==> config.mk <==
export PLATFORM = sky130hd
export DESIGN_NAME = cls_ctrl
export DESIGN_NICKNAME = d
export VERILOG_FILES = /design/src/sv/cls_pkg.sv /design/src/sv/cls_ctrl.sv
export SDC_FILE = /design/constraint.sdc
export NUM_CORES = 1
export LEC_CHECK = 0
export ABC_CLOCK_PERIOD_IN_PS = 2800
export BUFFER_PORTS_ARGS = -buffer_cell sky130_fd_sc_hd__buf_2
export CORE_UTILIZATION = 40
export CTS_BUF_LIST = sky130_fd_sc_hd__clkbuf_8
export DETAILED_ROUTE_END_ITERATION = 10
export GPL_TIMING_DRIVEN = 0
export PLACE_DENSITY = 0.81
export SYNTH_ARGS = -nofsm -noshare
export SYNTH_HDL_FRONTEND = slang
export SYNTH_SLANG_ARGS = --single-unit
==> constraint.sdc <==
create_clock -name i_clk -period 2.8 [get_ports i_clk]
set_clock_uncertainty 0.1 [all_clocks]
set_input_delay 0.28 -clock i_clk [delete_from_list [all_inputs] [get_ports i_clk]]
set_output_delay 0.28 -clock i_clk [all_outputs]
set_load 0.01 [all_outputs]
==> src/sv/cls_pkg.sv <==
// Shared types and constants of the Cramer's-rule solver.
package cls_pkg;

    localparam int COEF_W = 32;
    localparam int CFG_W  = 3;
    localparam int IDX_W  = 2;

    typedef enum logic [3:0] {
        S_LOAD,
        S_PERM_INIT,
        S_PERM_CHECK,
        S_READ,
        S_MUL_SET,
        S_MUL,
        S_ACC,
        S_PERM_NEXT,
        S_DET_DONE,
        S_COL_START,
        S_DIV_INIT,
        S_DIV,
        S_DIV_FIN,
        S_OUT
    } t_state;

    typedef struct packed {
        logic load_wr;
        logic perm_init;
        logic perm_start;
        logic mul_set;
        logic mul_step;
        logic row_next;
        logic acc;
        logic perm_next;
        logic save_deta;
        logic cols_start;
        logic div_init;
        logic div_step;
        logic div_fin;
        logic out_sing;
        logic col_next;
    } t_cmd;

    typedef struct packed {
        logic load_last;
        logic perm_ok;
        logic perm_wrap;
        logic row_last;
        logic limb_last;
        logic div_last;
        logic use_b;
        logic singular;
        logic col_last;
    } t_stat;

endpackage

==> src/sv/cls_ctrl.sv <==
// Controller state machine sequencing load, determinants, division and output.
module cls_ctrl (
    input  logic           i_clk,
    input  logic           i_rst_n,
    input  logic           i_in_valid,
    input  logic           i_out_ready,
    input  cls_pkg::t_stat i_stat,
    output cls_pkg::t_cmd  o_cmd,
    output logic           o_in_ready,
    output logic           o_out_valid
);
    cls_pkg::t_state r_state, n_state;

    always_ff @(posedge i_clk) begin
        if (!i_rst_n) begin
            r_state <= cls_pkg::S_LOAD;
        end else begin
            r_state <= n_state;
        end
    end

    always_comb begin
        n_state     = r_state;
        o_cmd       = '0;
        o_in_ready  = 1'b0;
        o_out_valid = 1'b0;
        unique case (r_state)
            cls_pkg::S_LOAD: begin
                o_in_ready = 1'b1;
                if (i_in_valid) begin
                    o_cmd.load_wr = 1'b1;
                    if (i_stat.load_last) n_state = cls_pkg::S_PERM_INIT;
                end
            end
            cls_pkg::S_PERM_INIT: begin
                o_cmd.perm_init = 1'b1;
                n_state = cls_pkg::S_PERM_CHECK;
            end
            cls_pkg::S_PERM_CHECK: begin
                if (i_stat.perm_ok) begin
                    o_cmd.perm_start = 1'b1;
                    n_state = cls_pkg::S_READ;
                end else begin
                    n_state = cls_pkg::S_PERM_NEXT;
                end
            end
            cls_pkg::S_READ: begin
                n_state = cls_pkg::S_MUL_SET;
            end
            cls_pkg::S_MUL_SET: begin
                o_cmd.mul_set = 1'b1;
                n_state = cls_pkg::S_MUL;
            end
            cls_pkg::S_MUL: begin
                o_cmd.mul_step = 1'b1;
                if (i_stat.limb_last) begin
                    o_cmd.row_next = 1'b1;
                    n_state = i_stat.row_last ? cls_pkg::S_ACC : cls_pkg::S_READ;
                end
            end
            cls_pkg::S_ACC: begin
                o_cmd.acc = 1'b1;
                n_state = cls_pkg::S_PERM_NEXT;
            end
            cls_pkg::S_PERM_NEXT: begin
                o_cmd.perm_next = 1'b1;
                n_state = i_stat.perm_wrap ? cls_pkg::S_DET_DONE : cls_pkg::S_PERM_CHECK;
            end
            cls_pkg::S_DET_DONE: begin
                if (i_stat.use_b) begin
                    n_state = cls_pkg::S_DIV_INIT;
                end else begin
                    o_cmd.save_deta  = 1'b1;
                    o_cmd.cols_start = 1'b1;
                    n_state = cls_pkg::S_COL_START;
                end
            end
            cls_pkg::S_COL_START: begin
                if (i_stat.singular) begin
                    o_cmd.out_sing = 1'b1;
                    n_state = cls_pkg::S_OUT;
                end else begin
                    n_state = cls_pkg::S_PERM_INIT;
                end
            end
            cls_pkg::S_DIV_INIT: begin
                o_cmd.div_init = 1'b1;
                n_state = cls_pkg::S_DIV;
            end
            cls_pkg::S_DIV: begin
                o_cmd.div_step = 1'b1;
                if (i_stat.div_last) n_state = cls_pkg::S_DIV_FIN;
            end
            cls_pkg::S_DIV_FIN: begin
                o_cmd.div_fin = 1'b1;
                n_state = cls_pkg::S_OUT;
            end
            cls_pkg::S_OUT: begin
                o_out_valid = 1'b1;
                if (i_out_ready) begin
                    if (i_stat.col_last) begin
                        n_state = cls_pkg::S_LOAD;
                    end else begin
                        o_cmd.col_next = 1'b1;
                        n_state = cls_pkg::S_COL_START;
                    end
                end
            end
            default: n_state = cls_pkg::S_LOAD;
        endcase
    end
endmodule

# == After elaboration in Yosys (flattened, before gate mapping) ==
# Cells that the tools add are included.
# word_totals
reg_bits,4
latch_bits,0
ramBits,0
rom_bits,0
inputBits,13
output_inout_bits,17
elab_cells,55
memories,0
# op_classes
addsub,0
multipliers,0
n_div,0
n_lt_le_gt_ge,0
n_eq_ne,18
shifts,0
mux,34
bitwise,0
reduce_logical,2
# op_table
op,n
one-hot mux 4 bit (14 select lines),1
two-way mux 4 bit,8
== test 4 bit (second input constant),6
two-way mux 1 bit,19
== test 4 x 3 -> 1 bit (second input constant),4
inequality test 2 bit (second input constant),5
== test 4 x 2 -> 1 bit (second input constant),2
two-way mux 2 bit,4
two-way mux 3 bit,2
AND reduction 5 bit,1
== test 4 x 1 -> 1 bit (second input constant),1
logical NOT 4 bit,1

# == Longest topological paths before layout ==
# Gate-level depths: netlist of the first run.
# depth
ltp_word,3
ltp_mapped,6
depth_no_buf,4

# == Worst setup path before layout of the first run ==
# Ideal clock, no wire load.
# synth_timing
path_type,register to output
from,register r_state[3]
to,output o_cmd[6] (netlist name)
arrival_time_ns,1.445
required_ns,2.420
setup_slack_ns,0.975
stages_incl_launch_ff,5
n_path_buf,2
path_cell_list,dfxtp_1 -> clkbuf_1 -> nand2_1 -> nor4_1 -> buf_4
# synth_rtl
element,line_no,rtl
from (decl),cls_ctrl.sv:12,"cls_pkg::t_state r_state, n_state;"
from (signal assigned),cls_ctrl.sv:16,r_state <= cls_pkg::S_LOAD;
from (signal assigned),cls_ctrl.sv:18,r_state <= n_state;
to (decl),cls_ctrl.sv:8,"output cls_pkg::t_cmd o_cmd,"

==> results.py, run 1 <==
metrics = {
    "yosys": {
        "yosysUniqueCellTypes": 35,
        "ys.flop_type": "dfxtp_1",
        "synth.top_cells.by_count": "nand2_1 (14), nor2_1 (10), a21oi_1 (5), inv_1 (5)",
        "ys_ff_latch": 4,
        "synth.area.top_cells": "dfxtp_1 (15%), nand2_1 (9.7%), nor2_1 (6.9%)",
        "yosysMostFrequentCell": "nand2_1",
        "syn_inst": 82,
        "syn_area_per_cell_um2": 6.637,
        "yosys_warnings": 0,
        "synth_area_um2": 544.3,
        "synth-edff-count": 0,
        "async_reset_ff_share_pct": 0,
        "synth_top_area_share_pct": 14.71,
        "ys_seq_area_share_pct": 14.71,
        "synth_nets": 95,
        "yosysTopAreaCell": "dfxtp_1",
    },
    "routing": {
        "wl_met3_um": 95,
        "first_pass_iters": 4,
        "top_layer_used": "met4",
        "postRouteAntennaNets": 0,
        "drtIter0Drc": 35,
        "via_per_inst": 5.555,
        "via_count": 711,
        "wl_met2_um": 747,
        "wire_per_inst_um": 12.49,
        "wirelength_mm": 1.599,
        "remaining_drc_errors": 0,
        "wl_met1_um": 748,
    },
    "run_status": {
        "outcome": "complete, no violations",
    },
    "global_route": {
        "grt_pass1_vias": 581,
        "grt_overflow": 0,
        "grt_max_degree": 11,
        "antenna_found_initial": 0,
        "grt_first_pass_wirelength_mm": 2.484,
        "grtUsageTotal_pct": 23.48,
    },
    "cells_and_area": {
        "area_delta_synth_final_pct": 37.47,
        "design_area_um2": 748.2,
        "num_antenna_cells": 0,
        "reg.largest.list": "r_state (4)",
        "layout-drive-gt1-share_pct": 33.33,
        "final_nets": 129,
        "top_register": "r_state",
        "largest_reg_flops": 4,
    },
    "timing": {
        "rsz0062_at_grt": "false",
        "max-slew-margin-rel_pct": 72.85,
        "setup_viol": 0,
        "drv_slew": 0,
        "tns_ns": 0,
        "worst_slew_pin_slew_ns": 0.4072,
        "fin_crit_ns": 2.114,
        "finalHoldViolations": 0,
        "fin_crit_sh_pct": 75.49,
        "timing.fmax_ghz": 0.4731,
    },
    "cts": {
        "cts_buffer_depth": 2,
        "cts-buffers-inserted": 3,
        "cts_max_level": 1,
        "cts.sinks": 4,
        "cts_hold_buf": 0,
        "cts_tree": "yes",
        "cts.reportedPaths.clkPinSlew_ns": 0.03,
        "cts_resized": 0,
        "clkLatencyLatePin_ns": 0.22,
        "ctsRootBufferMaster": "clkbuf_8",
        "post-cts-setup-buffers": 0,
    },
    "placement": {
        "gp_congestion": 0.8953,
        "hpwl_mm": 1.231,
        "placedInstanceArea_um2": 706.9,
        "port_buffers": 29,
    },
    "setup_path": {
        "end_kind": "output port",
        "r2r_cells": 5,
        "crit_arrival_ns": 1.73,
        "crit_fanout": 10,
        "required_ns": 2.42,
        "startpoint_type": "flip-flop",
        "critPathKind": "flip-flop to output port",
    },
    "floorplan": {
        "ios": 30,
        "start_util_pct": 45.89,
        "die-area_mm2": 0.001512,
        "coreArea_mm2": 0.001186,
        "die_y_um": 38.89,
        "num_rows": 12,
        "dieWidth_um": 38.89,
    },
    "hold_path": {
        "hp-class": "primary input to flip-flop",
        "whs_path_depth": 3,
    },
    "power": {
        "powerDensity_mw_per_mm2": 349.7,
        "p_leak_nw": 0.3457,
        "irDropWorstVdd_mv": 0.2673,
    },
    "flow_run": {
        "cap_violations": 0,
    },
}
-- logic make-up (layout without fill, tap and decap cells) --
group / after synthesis / after routing / synth area share (%)
AND/OR/NAND/NOR: 46 / 46 / 44.83
AO/OA/AOI/OAI: 20 / 20 / 29.43
flip-flops: 4 / 4 / 14.71
buffers and inverters: 12 / 44 / 11.03
-- cells in the final DEF (no fill, tap or decap), types with 2 or more instances in the layout --
cell type | netlist | layout
buf_4 | 2 | 2
nand2_1 | 14 | 14
dfxtp_1 | 4 | 4
nor4_1 | 3 | 3
nor2_1 | 10 | 10
o31ai_1 | 2 | 2
buf_2 | 0 | 29
nor2b_1 | 3 | 3
nor3_1 | 4 | 4
a21oi_1 | 5 | 5
clkbuf_1 | 4 | 4
nand2b_1 | 2 | 2
clkbuf_8 | 0 | 3
inv_1 | 5 | 5
and2_1 | 2 | 2
-- layout make-up --
class                   count  area (µm²)
flip-flops and latches      4       80.08
well taps                  14       17.52
inverters                   5       18.77
repair buffers             29       145.1
plain buffers               7       41.29
clock buffers               3       41.29
multi-input cells          66       404.1
fillers                   107       437.9
-- critical path, stage by stage, from the launching register on --
cell and delay, ns:
dfxtp_1 0.42, clkbuf_1 0.37, nand2_1 0.19, nor4_1 0.26, buf_4 0.16, buf_2 0.12
-- final timing paths --
| path | startpoint | endpoint | slack, ns |
|---|---|---|---|
| hold / removal | i_rst_n | r_state[3] | 0.18 |
| setup reg to reg | r_state[1] | r_state[0] | 0.91 |
| hold reg to reg | r_state[0] | r_state[1] | 0.65 |
| setup / recovery | r_state[3] | o_cmd[6] | 0.69 |
-- stage by stage --
step                hold slack [ns]  worst slack [ns]  power (mW)  utilization [%]  cells
floorplan                    0.2885            0.9746      0.1148                -     82
global placement             0.3941            0.9358      0.1401            59.60    125
detailed placement           0.4032            0.9113      0.1411            59.60    125
CTS                          0.1810            0.7080      0.2631            63.08    128
global route                 0.2179            0.6084      0.2755            63.08    128
finish                       0.1819            0.6862      0.2616            63.08    128
-- layer usage --
metal	global-route usage (%)	vias to the layer above
met4	13.79	0
met2	36.25	36
met5	0	-
met3	2.890	2
li1	-	356
met1	30.69	317
-- where the power goes --
group	switching, mW	leakage (nW)	internal [mW]	total [mW]
combinational	0.0452	0.292	0.0327	0.0779
clock	0.0285	0.0216	0.0915	0.120
sequential	0.00339	0.0325	0.0603	0.0637
Note: power is estimated with default switching activity, not from simulation.
==> run 2: changes to the inputs <==
- ABC_CLOCK_PERIOD_IN_PS: 2800 -> 1900
- PLACE_DENSITY: 0.81 -> 0.84
- clock period: 2.8 -> 1.9 ns (I/O delays scaled with it)
==> run 2 against run 1 <==
Against the previous run: cell count is 0.78% higher; design area grew 2.7%; combinational power increased by 51%; flip-flop and latch count is the same; via count increased by 3.9%; utilization grew 1.7 points; clock-buffer cell count stayed put; non-clock buffer count is 1 higher; power rose by 48%; critical path type is now flip-flop to flip-flop; highest routed layer unchanged.
==> results.py, run 2 (synthesized netlist as in run 1, its figures left out) <==
metrics = {
    "setup_path": {
        "end_kind": "flip-flop",
        "worst-path-stages": 5,
        "r2r_cells": 5,
        "required_ns": 1.90,
        "crit_fanout": 9,
        "crit_chain": "buf_4 -> or3b_1 -> a211oi_4 -> nor4_1 -> a2111oi_1",
        "crit_family": "compound AO/OA/AOI/OAI gates",
        "crit_arrival_ns": 1.83,
        "r2r_setup_slack_ns": 0.07,
        "cp_slowest_cell": "or3b_1",
        "reg2reg_from": "r_state[1]",
        "startpoint_type": "flip-flop",
        "worst-path-buf-inv": 1,
        "worstReg2RegEnd": "r_state[0]",
        "cp_slowest_stage_delay_ns": 0.42,
        "critPathKind": "flip-flop to flip-flop",
    },
    "global_route": {
        "antenna_found_initial": 0,
        "grt_pass1_vias": 598,
        "grt_first_pass_wirelength_mm": 2.546,
        "grt_overflow": 0,
        "grt_max_degree": 11,
        "grtUsageTotal_pct": 24.35,
    },
    "hold_path": {
        "worstHoldStart": "i_rst_n",
        "holdPathEnd": "r_state[3]",
        "hp-class": "primary input to flip-flop",
        "whs_path_depth": 3,
    },
    "cells_and_area": {
        "largest_reg_flops": 4,
        "final_cells": 129,
        "layout-drive-gt1-share_pct": 37.39,
        "final_common_cell": "buf_2",
        "top_register": "r_state",
        "layout_common_cells": "buf_2 (29), nand2_1 (14), nor2_1 (10)",
        "reg.largest.list": "r_state (4)",
        "design_area_um2": 768.2,
        "area_delta_synth_final_pct": 41.15,
        "num_antenna_cells": 0,
        "multi_input_area_um2": 410.4,
        "final_core_util_pct": 64.77,
        "final_nets": 130,
        "regArea_um2": 80.08,
        "fillers": 105,
    },
    "cts": {
        "clkLatencyLatePin_ns": 0.21,
        "cts_hold_buf": 0,
        "cts_max_level": 1,
        "ctsRootBufferMaster": "clkbuf_8",
        "cts.sinks": 4,
        "cts.reportedPaths.clkPinSlew_ns": 0.03,
        "cts-buffers-inserted": 3,
        "cts_tree": "yes",
        "cts_buffer_depth": 2,
    },
    "routing": {
        "wirelength_mm": 1.686,
        "drtIter0Drc": 28,
        "via_per_inst": 5.729,
        "via_count": 739,
        "postRouteAntennaNets": 0,
        "first_pass_iters": 4,
        "remaining_drc_errors": 0,
        "wire_per_inst_um": 13.07,
    },
    "floorplan": {
        "num_rows": 12,
        "die-area_mm2": 0.001512,
        "dieWidth_um": 38.89,
        "die_y_um": 38.89,
        "ios": 30,
        "start_util_pct": 45.89,
        "coreArea_mm2": 0.001186,
    },
    "placement": {
        "gp_congestion": 0.9305,
        "hpwl_mm": 1.272,
        "placedInstanceArea_um2": 706.9,
        "dp_cells": 125,
        "port_buffers": 29,
    },
    "timing": {
        "drv_slew": 0,
        "max-slew-margin-rel_pct": 72.58,
        "fin_crit_sh_pct": 96.24,
        "timing.fmax_ghz": 0.5469,
        "fin_crit_ns": 1.829,
        "finalHoldViolations": 0,
        "worst_slew_pin_slew_ns": 0.4114,
        "tns_ns": 0,
        "setup_viol": 0,
    },
    "power": {
        "p_leak_nw": 0.3620,
        "irDropWorstVdd_mv": 0.5857,
        "powerDensity_mw_per_mm2": 505.2,
    },
    "run_status": {
        "outcome": "complete, no violations",
    },
    "flow_run": {
        "cap_violations": 0,
    },
}
run 2: cell types whose count changed in the layout (fill, tap and decap cells not counted), sizes merged:
cell,previous run,this run
buf,32,33
run 2: cell type report:
| cell class | instances | share of cell area, % |
|---|---|---|
| tap | 14 | 2.280 |
| clock buffer | 3 | 5.375 |
| inverter | 5 | 2.443 |
| buffer | 7 | 6.189 |
| timing repair buffer | 30 | 19.87 |
| multi-input combinational | 66 | 53.42 |
| sequential | 4 | 10.42 |
run 2: tightest hold or removal path, cell delays in order:
cell and delay (ns):
buf_2 0.09, nand2_1 0.04, o31ai_1 0.05
run 2: timing repair:
| action | in CTS | in global routing |
|---|---|---|
| endpoints found under the setup margin | 3 | 3 |
| pin swaps | 0 | 2 |
| hold endpoints to repair | 0 | 0 |
| gates resized for setup | 1 | 7 |
| setup buffers | 0 | 1 |
run 2: power by group:
| part | internal [mW] | total, mW | switching (mW) |
|---|---|---|---|
| Clock | 0.135 | 0.175 | 0.0403 |
| Sequential | 0.0889 | 0.0949 | 0.00598 |
| Combinational | 0.0490 | 0.118 | 0.0691 |
run 2: per-layer routing:
layer	vias up	wire length, µm	track usage, %
li1	359	-	-
met1	338	723	31.06
met2	36	806	38.33
met3	6	123	6.358
met4	0	32	9.483
met5	-	0	0
run 2: stage by stage:
step	total power, mW	hold slack (ns)	worst slack, ns
after floorplan	0.1691	0.1985	0.1559
after global placement	0.2056	0.3051	0.06341
after detailed placement	0.2093	0.3072	0.06176
after CTS	0.3892	0.08742	0.01501
after global routing	0.4141	0.09601	-0.02825
final	0.3881	0.09097	0.07142
run 2: how the worst max path moves through the flow:
stage / from / end / slack [ns]
after detailed placement: r_state[2] / r_state[0] / 0.06
after floorplan: r_state[1] / r_state[0] / 0.16
after global routing: r_state[1] / r_state[0] / -0.03
after CTS: r_state[3] / o_cmd[6] / 0.02
final: r_state[1] / r_state[0] / 0.07
after global placement: r_state[2] / r_state[0] / 0.06
==> run 3: changes to the inputs <==
- ABC_CLOCK_PERIOD_IN_PS: 1900 -> 2000
- PLACE_DENSITY: 0.84 -> 0.81
- RECOVER_POWER: not set -> 50
- clock period: 1.9 -> 2 ns (I/O delays scaled with it)
==> run 3 against run 2 <==
Against the previous run: first-iteration DRC count grew 3.6%; setup slack gained 0.050 ns; die area is the same; flip-flop and latch count is the same; register-to-register slack gained 0.08 ns; global-route usage shrank 0.87 points; via count shrank 1.1%.
==> results.py, run 3 (synthesized netlist as in run 1, its figures left out) <==
metrics = {
    "run_status": {
        "outcome": "complete, no violations",
    },
    "timing": {
        "fin_crit_ns": 1.878,
        "fin_crit_sh_pct": 93.91,
        "max-slew-margin-rel_pct": 71.03,
        "drv_slew": 0,
        "worst_slew_pin_slew_ns": 0.4345,
        "rsz0062_at_grt": "false",
        "hold-worst-slack_ns": 0.1013,
        "timing.fmax_ghz": 0.5324,
        "tns_ns": 0,
        "setup_viol": 0,
        "finalHoldViolations": 0,
    },
    "cells_and_area": {
        "area_delta_synth_final_pct": 41.38,
        "final_nets": 131,
        "layout-drive-gt1-share_pct": 32.76,
        "fillers": 107,
        "layout_common_cells": "buf_2 (24), nand2_1 (14), nor2_1 (10)",
        "final_common_cell": "buf_2",
        "top_register": "r_state",
        "reg.largest.list": "r_state (4)",
        "largest_reg_flops": 4,
        "num_antenna_cells": 0,
    },
    "setup_path": {
        "crit_arrival_ns": 1.58,
        "startpoint_type": "flip-flop",
        "r2r_setup_slack_ns": 0.15,
        "crit_fanout": 10,
        "required_ns": 1.70,
        "critPathKind": "flip-flop to output port",
        "end_kind": "output port",
    },
    "global_route": {
        "grt_pass1_vias": 581,
        "grt_overflow": 0,
        "antenna_found_initial": 0,
        "grtUsageTotal_pct": 23.48,
        "grt_max_degree": 11,
        "grt_first_pass_wirelength_mm": 2.484,
    },
    "routing": {
        "via_count": 731,
        "wire_per_inst_um": 12.99,
        "remaining_drc_errors": 0,
        "wirelength_mm": 1.689,
        "first_pass_iters": 4,
        "drtIter0Drc": 29,
        "postRouteAntennaNets": 0,
        "via_per_inst": 5.623,
    },
    "placement": {
        "port_buffers": 29,
        "gp_congestion": 0.8953,
        "hpwl_mm": 1.231,
    },
    "cts": {
        "ctsRootBufferMaster": "clkbuf_8",
        "cts.reportedPaths.clkPinSlew_ns": 0.03,
        "clkLatencyLatePin_ns": 0.22,
        "cts_buffer_depth": 2,
        "cts_max_level": 1,
        "cts_tree": "yes",
        "cts.sinks": 4,
        "cts_hold_buf": 0,
        "cts-buffers-inserted": 3,
    },
    "power": {
        "p_leak_nw": 0.3411,
        "irDropWorstVdd_mv": 0.3869,
        "powerDensity_mw_per_mm2": 481.9,
    },
    "floorplan": {
        "dieWidth_um": 38.89,
        "coreArea_mm2": 0.001186,
        "die-area_mm2": 0.001512,
        "ios": 30,
        "start_util_pct": 45.89,
        "die_y_um": 38.89,
        "num_rows": 12,
    },
    "flow_run": {
        "cap_violations": 0,
    },
    "hold_path": {
        "hp-class": "primary input to flip-flop",
    },
}
==> run 3: layer usage <==
layer,GRT usage (%),wire [µm]
met5,0,0
met4,13.79,8
met3,2.890,98
met2,36.25,820
met1,30.69,761
==> run 3: what timing repair did <==
action,CTS,global route
pin swaps,0,2
cloned,0,0
resized for setup,1,2
setup buffers,0,2
setup endpoints to repair,1,1
hold endpoints to repair,0,0
==> run 3: layout make-up <==
type	count	area (µm²)	area share, %
tap	14	17.52	2.276
multi-input combinational	66	415.4	53.98
buffer	7	42.54	5.528
sequential	4	80.08	10.41
timing repair buffer	31	153.9	20.00
clock buffer	3	41.29	5.366
inverter	5	18.77	2.439
==> run 3: power by group <==
part           total [mW]  internal (mW)  switching [mW]
Clock               0.168          0.128          0.0402
Combinational       0.113         0.0470          0.0660
Sequential         0.0894         0.0845         0.00498
==> run 3: worst max-delay path, cell delays in order, from the launching register on <==
cell      delay, ns
dfxtp_1        0.42
clkbuf_2       0.27
nand2_1        0.15
nor4_1         0.25
buf_4          0.16
buf_2          0.11
==> run 3: stage by stage <==
stage / util [%] / cell area, µm² / std cells / setup slack [ns] / total power, mW
final: 64.87 / 769.5 / 130 / 0.1217 / 0.3708
after floorplan: - / 544.3 / 82 / 0.2546 / 0.1607
after CTS: 63.19 / 749.5 / 128 / 0.1007 / 0.3684
after global placement: 59.60 / 706.9 / 125 / 0.1358 / 0.1961
after detailed placement: 59.60 / 706.9 / 125 / 0.1113 / 0.1976
after global routing: 64.87 / 769.5 / 130 / 0.01222 / 0.3891
==> run 3: final timing paths <==
check	startpoint	cells after the start	to
min	i_rst_n	3	r_state[3]
max reg2reg	r_state[1]	5	r_state[0]
max	r_state[3]	5	o_cmd[6]
min reg2reg	r_state[0]	4	r_state[1]
